<file path="src/sv/gtc_pkg.sv">
`timescale 1ns / 1ps
// ----------------------------------------------------------------------------
// Three-coloring counter package
// Shared widths, command codes, color codes and the status bundle that the
// search sequencer hands to the top level.
// ----------------------------------------------------------------------------
package gtc_pkg;

  // Fixed field widths.
  localparam int COUNT_W  = 26;
  localparam int VERTEX_W = 4;
  localparam int CFG_W    = 5;

  // Reset value of the vertex count register.
  localparam logic [CFG_W-1:0] CFG_VERTEX_COUNT_RESET = 5'd16;

  // Command codes.
  localparam logic CMD_ADD_EDGE = 1'b0;
  localparam logic CMD_COUNT    = 1'b1;

  // Vertex colors: three real colors and a code for no color yet.
  typedef logic [1:0] color_t;
  localparam int     NUM_COLORS  = 3;
  localparam color_t COLOR_FIRST = 2'd0;
  localparam color_t COLOR_NONE  = 2'd3;

  typedef logic [COUNT_W-1:0] count_t;

  // Status from the sequencer to the top level.
  typedef struct packed {
    logic   busy;
    logic   done;
    count_t count;
  } seq_status_t;

endpackage

</file>
<file path="src/sv/gtc_adj_store.sv">
`timescale 1ns / 1ps
// ----------------------------------------------------------------------------
// Adjacency matrix store
// One row of flip-flops per vertex. Edges are set symmetrically, one row is
// read at a time, the diagonal is exposed for the self-loop check, and the
// whole matrix clears at once on reset or clear.
// ----------------------------------------------------------------------------
module gtc_adj_store #(
  parameter int MAX_VERTICES = 16,
  parameter int VW           = 4
) (
  input  logic                              clk,
  input  logic                              rst_n,
  input  logic                              edge_we,
  input  logic [gtc_pkg::VERTEX_W-1:0]      vertex_a,
  input  logic [gtc_pkg::VERTEX_W-1:0]      vertex_b,
  input  logic                              clear,
  input  logic [VW-1:0]                     rd_addr,
  output logic [MAX_VERTICES-1:0]           rd_row,
  output logic [MAX_VERTICES-1:0]           diag
);
  import gtc_pkg::*;

  logic [MAX_VERTICES-1:0] rows_r [MAX_VERTICES];

  // Row storage: reset and clear empty the graph, an edge sets bits [a][b] and [b][a].
  always_ff @(posedge clk) begin
    if (!rst_n || clear) begin
      for (int i = 0; i < MAX_VERTICES; i++) begin
        rows_r[i] <= '0;
      end
    end else if (edge_we) begin
      for (int i = 0; i < MAX_VERTICES; i++) begin
        for (int j = 0; j < MAX_VERTICES; j++) begin
          if ((i == int'(vertex_a) && j == int'(vertex_b)) ||
              (i == int'(vertex_b) && j == int'(vertex_a))) begin
            rows_r[i][j] <= 1'b1;
          end
        end
      end
    end
  end

  // Single row read port.
  assign rd_row = rows_r[rd_addr];

  // Diagonal bits for the self-loop check.
  always_comb begin
    for (int i = 0; i < MAX_VERTICES; i++) begin
      diag[i] = rows_r[i][i];
    end
  end

endmodule

</file>
<file path="src/sv/gtc_color_check.sv">
`timescale 1ns / 1ps
// ----------------------------------------------------------------------------
// Color step unit
// Given the neighbors of the current vertex, all vertex colors and the color
// the vertex holds now, finds the next color above it that no neighbor uses.
// ----------------------------------------------------------------------------
module gtc_color_check #(
  parameter int MAX_VERTICES = 16
) (
  input  logic [MAX_VERTICES-1:0] neighbors,
  input  gtc_pkg::color_t         colors [MAX_VERTICES],
  input  gtc_pkg::color_t         cur_color,
  output logic                    found,
  output gtc_pkg::color_t         next_color
);
  import gtc_pkg::*;

  logic [NUM_COLORS-1:0] conflict;

  // A color is taken when any neighbor already holds it.
  always_comb begin
    conflict = '0;
    for (int c = 0; c < NUM_COLORS; c++) begin
      for (int u = 0; u < MAX_VERTICES; u++) begin
        if (neighbors[u] && colors[u] == color_t'(c)) begin
          conflict[c] = 1'b1;
        end
      end
    end
  end

  // Lowest free color above the current one; no color yet starts at the first.
  always_comb begin
    found      = 1'b0;
    next_color = COLOR_NONE;
    for (int c = NUM_COLORS - 1; c >= 0; c--) begin
      if (!conflict[c] && (cur_color == COLOR_NONE || color_t'(c) > cur_color)) begin
        found      = 1'b1;
        next_color = color_t'(c);
      end
    end
  end

endmodule

</file>
<file path="src/sv/gtc_seq.sv">
`timescale 1ns / 1ps
// ----------------------------------------------------------------------------
// Counting sequencer
// Walks each connected component depth first to fix the vertex order, then
// backtracks over colorings one step per cycle through the color step unit,
// and folds three times each component count into the running product.
// ----------------------------------------------------------------------------
module gtc_seq #(
  parameter int MAX_VERTICES = 16,
  parameter int VW           = 4,
  parameter int CW           = 5
) (
  input  logic                      clk,
  input  logic                      rst_n,
  input  logic                      go,
  input  logic [CW-1:0]             n_eff,
  output logic [VW-1:0]             rd_addr,
  input  logic [MAX_VERTICES-1:0]   rd_row,
  input  logic [MAX_VERTICES-1:0]   diag,
  output logic                      clear,
  output gtc_pkg::seq_status_t      status
);
  import gtc_pkg::*;

  typedef enum logic [2:0] {
    S_IDLE, S_ROOT, S_POP, S_PUSH, S_SEARCH, S_MUL3, S_MUL
  } state_t;

  state_t                  state_r, state_nxt;
  logic [CW-1:0]           root_r, root_nxt;
  logic [CW-1:0]           sp_r, sp_nxt;
  logic [CW-1:0]           len_r, len_nxt;
  logic [CW-1:0]           pos_r, pos_nxt;
  logic [VW-1:0]           vcur_r, vcur_nxt;
  logic [MAX_VERTICES-1:0] visited_r, visited_nxt;
  count_t                  comp_r, comp_nxt;
  count_t                  m3_r, m3_nxt;
  count_t                  total_r, total_nxt;
  count_t                  result_r, result_nxt;
  logic                    done_r, done_nxt;

  color_t                  colors_r [MAX_VERTICES];
  logic [VW-1:0]           order_r  [MAX_VERTICES];
  logic [VW-1:0]           stack_r  [MAX_VERTICES];

  logic                    color_we;
  logic [VW-1:0]           color_waddr;
  color_t                  color_wdata;
  logic                    order_we;
  logic [VW-1:0]           order_waddr;
  logic [VW-1:0]           order_wdata;
  logic                    stack_we;
  logic [VW-1:0]           stack_waddr;
  logic [VW-1:0]           stack_wdata;

  logic [MAX_VERTICES-1:0] act;
  logic [MAX_VERTICES-1:0] nb;
  logic [MAX_VERTICES-1:0] cand;
  logic [MAX_VERTICES-1:0] cand_low;
  logic [VW-1:0]           cand_idx;
  logic [CW-1:0]           sp_m1;
  logic [VW-1:0]           stack_top;
  logic [VW-1:0]           pos_v;
  logic [VW-1:0]           root_idx;
  color_t                  cur_color;
  logic                    step_found;
  color_t                  step_color;
  logic [2*COUNT_W-1:0]    prod;

  // Vertices in use.
  always_comb begin
    for (int i = 0; i < MAX_VERTICES; i++) begin
      act[i] = (i < int'(n_eff));
    end
  end

  // Stack top, ordered vertex at the search position, and the root index.
  assign sp_m1     = sp_r - CW'(1);
  assign stack_top = stack_r[sp_m1[VW-1:0]];
  assign pos_v     = order_r[pos_r[VW-1:0]];
  assign root_idx  = root_r[VW-1:0];
  assign cur_color = colors_r[pos_v];

  // One adjacency row is read: the searched vertex or the vertex being expanded.
  assign rd_addr = (state_r == S_SEARCH) ? pos_v : vcur_r;
  assign nb      = rd_row & act;

  // Lowest unvisited neighbor of the expanded vertex.
  assign cand     = nb & ~visited_r;
  assign cand_low = cand & (~cand + MAX_VERTICES'(1));
  always_comb begin
    cand_idx = '0;
    for (int i = MAX_VERTICES - 1; i >= 0; i--) begin
      if (cand[i]) begin
        cand_idx = VW'(i);
      end
    end
  end

  // Color step unit for the search.
  gtc_color_check #(
    .MAX_VERTICES (MAX_VERTICES)
  ) u_check (
    .neighbors  (nb),
    .colors     (colors_r),
    .cur_color  (cur_color),
    .found      (step_found),
    .next_color (step_color)
  );

  // Component product step.
  assign prod = (2*COUNT_W)'(total_r) * (2*COUNT_W)'(m3_r);

  // Sequencer next-state logic.
  always_comb begin
    state_nxt   = state_r;
    root_nxt    = root_r;
    sp_nxt      = sp_r;
    len_nxt     = len_r;
    pos_nxt     = pos_r;
    vcur_nxt    = vcur_r;
    visited_nxt = visited_r;
    comp_nxt    = comp_r;
    m3_nxt      = m3_r;
    total_nxt   = total_r;
    result_nxt  = result_r;
    done_nxt    = 1'b0;
    color_we    = 1'b0;
    color_waddr = root_idx;
    color_wdata = COLOR_NONE;
    order_we    = 1'b0;
    order_waddr = len_r[VW-1:0];
    order_wdata = stack_top;
    stack_we    = 1'b0;
    stack_waddr = sp_r[VW-1:0];
    stack_wdata = cand_idx;

    case (state_r)
      S_IDLE: begin
        if (go) begin
          visited_nxt = '0;
          root_nxt    = '0;
          total_nxt   = count_t'(1);
          if (|(diag & act)) begin
            // A self-loop leaves no proper coloring.
            result_nxt = '0;
            done_nxt   = 1'b1;
          end else begin
            state_nxt = S_ROOT;
          end
        end
      end

      S_ROOT: begin
        if (root_r == n_eff) begin
          result_nxt = total_r;
          done_nxt   = 1'b1;
          state_nxt  = S_IDLE;
        end else if (visited_r[root_idx]) begin
          root_nxt = root_r + CW'(1);
        end else begin
          visited_nxt[root_idx] = 1'b1;
          stack_we    = 1'b1;
          stack_waddr = '0;
          stack_wdata = root_idx;
          sp_nxt      = CW'(1);
          len_nxt     = '0;
          state_nxt   = S_POP;
        end
      end

      S_POP: begin
        if (sp_r == '0) begin
          // Walk of this component is complete.
          if (len_r == CW'(1)) begin
            comp_nxt  = count_t'(1);
            state_nxt = S_MUL3;
          end else begin
            color_we    = 1'b1;
            color_waddr = root_idx;
            color_wdata = COLOR_FIRST;
            pos_nxt     = CW'(1);
            comp_nxt    = '0;
            state_nxt   = S_SEARCH;
          end
        end else begin
          sp_nxt    = sp_m1;
          order_we  = 1'b1;
          len_nxt   = len_r + CW'(1);
          vcur_nxt  = stack_top;
          state_nxt = S_PUSH;
        end
      end

      S_PUSH: begin
        if (|cand) begin
          visited_nxt = visited_r | cand_low;
          stack_we    = 1'b1;
          sp_nxt      = sp_r + CW'(1);
        end else begin
          state_nxt = S_POP;
        end
      end

      S_SEARCH: begin
        color_we    = 1'b1;
        color_waddr = pos_v;
        if (step_found) begin
          color_wdata = step_color;
          if ((pos_r + CW'(1)) == len_r) begin
            // Last vertex colored: one full coloring.
            comp_nxt = comp_r + count_t'(1);
          end else begin
            pos_nxt = pos_r + CW'(1);
          end
        end else begin
          color_wdata = COLOR_NONE;
          if (pos_r == CW'(1)) begin
            state_nxt = S_MUL3;
          end else begin
            pos_nxt = pos_r - CW'(1);
          end
        end
      end

      S_MUL3: begin
        // Release the root color and scale the count by the root's three colors.
        color_we    = 1'b1;
        color_waddr = root_idx;
        color_wdata = COLOR_NONE;
        m3_nxt      = comp_r + {comp_r[COUNT_W-2:0], 1'b0};
        state_nxt   = S_MUL;
      end

      S_MUL: begin
        total_nxt = prod[COUNT_W-1:0];
        root_nxt  = root_r + CW'(1);
        state_nxt = S_ROOT;
      end

      default: begin
        state_nxt = S_IDLE;
      end
    endcase
  end

  // State and registered outputs.
  always_ff @(posedge clk) begin
    if (!rst_n) begin
      state_r   <= S_IDLE;
      root_r    <= '0;
      sp_r      <= '0;
      len_r     <= '0;
      pos_r     <= '0;
      vcur_r    <= '0;
      visited_r <= '0;
      comp_r    <= '0;
      m3_r      <= '0;
      total_r   <= count_t'(1);
      result_r  <= '0;
      done_r    <= 1'b0;
    end else begin
      state_r   <= state_nxt;
      root_r    <= root_nxt;
      sp_r      <= sp_nxt;
      len_r     <= len_nxt;
      pos_r     <= pos_nxt;
      vcur_r    <= vcur_nxt;
      visited_r <= visited_nxt;
      comp_r    <= comp_nxt;
      m3_r      <= m3_nxt;
      total_r   <= total_nxt;
      result_r  <= result_nxt;
      done_r    <= done_nxt;
    end
  end

  // Vertex colors start with no color.
  always_ff @(posedge clk) begin
    if (!rst_n) begin
      for (int i = 0; i < MAX_VERTICES; i++) begin
        colors_r[i] <= COLOR_NONE;
      end
    end else if (color_we) begin
      colors_r[color_waddr] <= color_wdata;
    end
  end

  // Visit order and walk stack are written before they are read.
  always_ff @(posedge clk) begin
    if (order_we) begin
      order_r[order_waddr] <= order_wdata;
    end
    if (stack_we) begin
      stack_r[stack_waddr] <= stack_wdata;
    end
  end

  // The graph is emptied on the edge that delivers the count.
  assign clear        = done_nxt;
  assign status.busy  = (state_r != S_IDLE);
  assign status.done  = done_r;
  assign status.count = result_r;

endmodule

</file>
<file path="src/sv/graph_three_coloring_counter.sv">
`timescale 1ns / 1ps
// ----------------------------------------------------------------------------
// Graph three-coloring counter
// Loads an undirected graph edge by edge and counts its proper colorings
// with three colors on command, then empties the graph.
// ----------------------------------------------------------------------------
// Usage:
//   A word is taken at a rising edge with start high and busy low. With
//   in_cmd at the add-edge code the edge in_vertex_a--in_vertex_b is stored
//   (ignored when either end is at or above the vertex count), and a new word
//   may follow in the next cycle. With the count code busy rises and the
//   sequencer steps the root index once per vertex, walks each component
//   depth first to fix its vertex order, then backtracks one color step per
//   cycle, and folds three times each component count into the product.
//   The result appears on out_coloring_count with out_valid high for one
//   cycle, on the same edge that busy falls; the graph is cleared then too.
//   A self-loop returns 0 in the cycle after the command. The receiver has no
//   way to hold a result back, so the strobe is never delayed.
//   cfg_vertex_count is written through cfg_valid/cfg_ready while idle.
//   Reset empties the graph and sets the vertex count to 16.
// ----------------------------------------------------------------------------
module graph_three_coloring_counter #(
  parameter int MAX_VERTICES = 16
) (
  input  logic                               clk,
  input  logic                               rst_n,
  input  logic                               start,
  output logic                               busy,
  input  logic                               in_cmd,
  input  logic [gtc_pkg::VERTEX_W-1:0]       in_vertex_a,
  input  logic [gtc_pkg::VERTEX_W-1:0]       in_vertex_b,
  output logic                               out_valid,
  output logic [gtc_pkg::COUNT_W-1:0]        out_coloring_count,
  input  logic                               cfg_valid,
  output logic                               cfg_ready,
  input  logic [gtc_pkg::CFG_W-1:0]          cfg_vertex_count
);
  import gtc_pkg::*;

  localparam int VW = (MAX_VERTICES > 1) ? $clog2(MAX_VERTICES) : 1;
  localparam int CW = $clog2(MAX_VERTICES + 1);

  logic [CFG_W-1:0]        vertex_count_r;
  logic [CW-1:0]           n_eff;
  logic                    accept;
  logic                    edge_we;
  logic                    go;
  logic                    clear;
  logic [VW-1:0]           rd_addr;
  logic [MAX_VERTICES-1:0] rd_row;
  logic [MAX_VERTICES-1:0] diag;
  seq_status_t             status;

  // Vertex count register.
  assign cfg_ready = ~status.busy;
  always_ff @(posedge clk) begin
    if (!rst_n) begin
      vertex_count_r <= CFG_VERTEX_COUNT_RESET;
    end else if (cfg_valid && cfg_ready) begin
      vertex_count_r <= cfg_vertex_count;
    end
  end

  // Vertices in use, limited to the matrix size.
  assign n_eff = (int'(vertex_count_r) > MAX_VERTICES) ? CW'(MAX_VERTICES)
                                                       : CW'(vertex_count_r);

  // Command decode.
  assign accept  = start && !status.busy;
  assign edge_we = accept && (in_cmd == CMD_ADD_EDGE) &&
                   (int'(in_vertex_a) < int'(n_eff)) &&
                   (int'(in_vertex_b) < int'(n_eff));
  assign go      = accept && (in_cmd == CMD_COUNT);

  gtc_adj_store #(
    .MAX_VERTICES (MAX_VERTICES),
    .VW           (VW)
  ) u_adj (
    .clk      (clk),
    .rst_n    (rst_n),
    .edge_we  (edge_we),
    .vertex_a (in_vertex_a),
    .vertex_b (in_vertex_b),
    .clear    (clear),
    .rd_addr  (rd_addr),
    .rd_row   (rd_row),
    .diag     (diag)
  );

  gtc_seq #(
    .MAX_VERTICES (MAX_VERTICES),
    .VW           (VW),
    .CW           (CW)
  ) u_seq (
    .clk     (clk),
    .rst_n   (rst_n),
    .go      (go),
    .n_eff   (n_eff),
    .rd_addr (rd_addr),
    .rd_row  (rd_row),
    .diag    (diag),
    .clear   (clear),
    .status  (status)
  );

  // Result and handshake outputs.
  assign busy               = status.busy;
  assign out_valid          = status.done;
  assign out_coloring_count = status.count;

endmodule
</file>
<file path="config.mk">
export PLATFORM = sky130hd
export DESIGN_NAME = graph_three_coloring_counter
export DESIGN_NICKNAME = d
export VERILOG_FILES = /design/src/sv/gtc_pkg.sv /design/src/sv/gtc_adj_store.sv /design/src/sv/gtc_color_check.sv /design/src/sv/gtc_seq.sv /design/src/sv/graph_three_coloring_counter.sv
export SDC_FILE = /design/constraint.sdc
export NUM_CORES = 2
export LEC_CHECK = 0
export ABC_AREA = 1
export BUFFER_PORTS_ARGS = -buffer_cell sky130_fd_sc_hd__buf_2
export CORE_MARGIN = 5
export CORE_UTILIZATION = 59
export DETAILED_ROUTE_END_ITERATION = 10
export PLACE_DENSITY = 0.89
export SLEW_MARGIN = 20
export SYNTH_ARGS = -nofsm -noshare
export SYNTH_HDL_FRONTEND = slang
export SYNTH_SLANG_ARGS = --single-unit
</file>
<file path="constraint.sdc">
create_clock -name clk -period 6.6 [get_ports clk]
set_input_delay 1.32 -clock clk [delete_from_list [all_inputs] [get_ports clk]]
set_output_delay 1.32 -clock clk [all_outputs]
set_load 0.05 [all_outputs]
</file>
==> metrics.md <==
| Metric | Value |
|---|---|
| Status | finished, final reports clean |
| Grt total ovfl | 0 |
| VDD IR max | between 200 and 250 uV |
| Vias post-DR | 36.6k |
| Post-synthesis instance total | 5200 |
| CTS tree | done |
| Drt total wl | between 100000 and 150000 um |
| Clock sinks | 558 |
| Syn_nets | 5616 |
| Leak | 19.4 nW |
| Initial antenna violation count | 6 |
| CTS H-tree depth | 2 |
| Crit Reg-Reg Startpoint | u_seq.total_r[10]$_SDFFE_PN0P_ |
| Synth Flop Type | dfxtp_1 |
| Die X | between 200 and 300 um |
| Antenna Violating Nets Remaining | 0 |
| Clock Path Buffers | 3 |
| Synth Area in Compound Gates | 10.9% |
| CTS root buffer | clkbuf_16 |
| Share of cells above drive strength 1 | just under 6% |
| Worst-case reg-to-reg path depth | 22 |
| Die footprint | 0.0722 mm2 |
| Placer Congestion | around 0.99 |
| Post-synth EDFFs | 225 |
| Hold path startpoint | u_adj.rows_r[3][7]$_DFF_P_ |
| Yosys top cell area share | 17.1% |
| Adder-Cell Fraction of Synth Area | 17.5% |
| Main combinational cell family by area after synthesis | simple AND/OR/NAND/NOR gates |
| Fin. max-slew vios | 0 |
| Yosys synthesis warning count | 0 |
| First-pass GRT wire length | 184000 um |
| Post-synthesis simple-gate area fraction | around a quarter |
| Post-synthesis mux area share | less than 1% |
| Routed length per instance | 19.4 um |
| Worst-path clk slew | ~60 ps |
| Via/cell ratio | 6.09 |
| Overall Global Routing Usage | 31.3% |
| Ys async rst share | 0% |
| Startpoint types | flip-flop |
| Die height | 269 um |
| FF/Latch Area | 0.0134 mm2 |
| Area contributors post-synth | edfxtp_1 17%, dfxtp_1 17%, fa_1 13% |
| Worst Setup EP | u_seq.total_r[23]$_SDFFE_PN0P_ |
| Synth-to-layout area growth | 7.17% |
| Yosys cell types | 59 |
| Post-CTS setup buffer count | 0 |
| Crit path DAT | between 6000 and 7000 ps |
| Final worst hold slack | roughly 450 ps |
| Max Fclk | 0.156 GHz |
| Synth Area in XOR/XNOR | 2.11% |
| Critical-path maximum fanout | 11 |
| 1st-iter DRT viols | approximately 5.6k |
| Vias in the first global route | 34.9k |
| Area taken by multi-input logic gates | 0.0218 mm2 |
| Starting Density | 59.8% |
| HPWL after DPL | 79600 um |
| MaxCap Viol Count | 0 |
| Critical Path End Type | flip-flop |
| Largest net degree at the start of global routing | 145 |
| Worst Setup SP | u_seq.total_r[10]$_SDFFE_PN0P_ |
| # IOs | 47 |
| PortBufs | 46 |
| Dominant cell type by area after synthesis | edfxtp_1 |
| Hold buffers post-CTS | 0 |
| Drt pass-1 iters | 9 |
| Fill cells | 5275 |
| Worst min path class | reg -> reg |
| Worst-Margin Slew | 999 ps |
| Hold violation count in the final report | 0 |
| Setup CP Type | reg -> reg |
| Synthesis-stage register bit count | between 500 and 600 |
| Req. time, crit path | 7090 ps |
| Proportion of synthesized chip area in sequential cells | 34.0% |
| Nets@finish | 5509 |
| Row count | 94 |
| Final Critical Period | 6420 ps |
| CORE AREA | 0.0661 mm2 |
| Max-slew headroom | 33.4% |
| Synth Cell Area | 0.0395 mm2 |
| Setup violators final | 0 |
| CTS Buf Count | 59 |
| Syn_area_per_cell | 7.60 um2 |
| Fin crit share | a little over nine tenths |
| Drt drc | 0 |
| Setup Skew | approximately 52 ps |
| RR Endpoint | u_seq.total_r[23]$_SDFFE_PN0P_ |
| Worst-skew pair later-pin latency | roughly 650 ps |
| Power per cell area | 190 mW/mm2 |
| Final Core Density | 64.0% |
| Top post-synthesis cells by count | 1157 x nand2_1, 809 x inv_1, 547 x nand3_1, 417 x nor2_1, 333 x dfxtp_1 |
| Most frequent cell after synthesis | nand2_1 |
| R2r setup slk | 180 ps |
==> worst max-delay path, stage by stage (launching register included) <==
cell and delay, ps:
dfxtp_1 690, nand2_1 150, fa_1 520, inv_1 60
fa_1 550, fa_1 450, fa_1 480, ha_1 290
inv_1 50, fa_1 520, inv_1 50, fa_1 490
ha_1 370, nand2_1 80, o21ai_0 230, a21oi_2 90
nor3_2 180, nor2_1 90, o21ai_1 230, a31oi_1 200
or2_2 320, nand3_1 80, a21oi_1 70
==> area by class of cell <==
| class | instances | share of cell area (%) |
|---|---|---|
| Multi-Input combinational cell | 3520 | 51.5 |
| Sequential cell | 558 | 31.7 |
| Inverter | 829 | 7.38 |
| Clock buffer | 87 | 4.20 |
| Tap cell | 864 | 2.55 |
| Timing Repair Buffer | 125 | 2.15 |
| Clock inverter | 24 | 0.502 |
| Antenna cell | 2 | 0.0118 |
==> state kept, by name, summed over array words and instances, names as in the netlist, 16 cells and up, named ones only <==
register and flops:
u_seq.stack_r 64, u_seq.order_r 64, u_seq.total_r 26, u_seq.colors_r 32, u_seq.visited_r 16, u_seq.result_r 26, u_seq.m3_r 26, u_adj.rows_r 241
u_seq.comp_r 26
==> placed cells by master (no fill, tap or decap), drive strengths merged, types with 13 or more instances in the layout <==
cell type,Yosys,final
nand2,1168,1168
inv,823,825
nand3,551,551
nor2,425,425
dfxtp,333,333
a21oi,272,272
fa,257,257
o21ai,241,241
edfxtp,225,225
ha,141,141
buf,90,125
o22ai,124,124
clkbuf,203,87
xor2,58,58
nand4,42,42
xnor2,37,37
nor3,34,34
o21bai,27,27
clkinv,6,23
o211ai,18,18
o32ai,15,15
nand3b,15,15
o221ai,13,13
==> per-stage QoR <==
step	instance area [um2]	power [W]	setup TNS [ps]	setup WS (ps)	instances
finish	42300	0.00803	0	183	6009
global route	42300	0.00825	-112	-86.9	6008
CTS	42200	0.00801	0	42.4	6006
detailed placement	40200	0.00465	-150	-86.0	5895
global placement	40200	0.00463	0	125	5895
floorplan	39500	0.00441	0	448	5200
==> cell families (layout without fill, tap and decap cells) <==
group	after synthesis	in the layout
AND/OR/NAND/NOR	2261	2261
buffers and inverters	1122	1065
AO/OA/AOI/OAI	757	757
flip-flops	558	558
adder cells (fa/ha/maj)	398	398
XOR/XNOR	95	95
multiplexers	9	9
other	0	2
==> routing by layer <==
metal	part of all wire [%]	wire (um)	up-vias	GRT usage (%)
li1	-	-	16500	-
met1	38	44200	17100	42.4
met2	45	52100	2485	49.1
met3	13	14800	455	7.56
met4	4.4	5140	4	12.3
met5	0.024	28	-	0
==> worst min-delay path by stage <==
stage / to / cells after the start
after floorplan: u_adj.rows_r[4][5]$_DFF_P_ / 2
after global placement: u_adj.rows_r[3][5]$_DFF_P_ / 2
after detailed placement: u_adj.rows_r[6][5]$_DFF_P_ / 2
after CTS: u_adj.rows_r[0][1]$_DFF_P_ / 2
after global routing: u_adj.rows_r[5][7]$_DFF_P_ / 2
final: u_adj.rows_r[3][7]$_DFF_P_ / 2
==> what timing repair did <==
action / CTS / global route
endpoints found under the setup margin: 2 / 4
cloned: 0 / 0
gates resized for setup: 2 / 27
==> report_power, final <==
part           switching (W)  internal (W)
Combinational       0.000606      0.000173
Sequential         0.0000507       0.00379
Clock                0.00149       0.00192
Power figures use the tool's default switching activity.
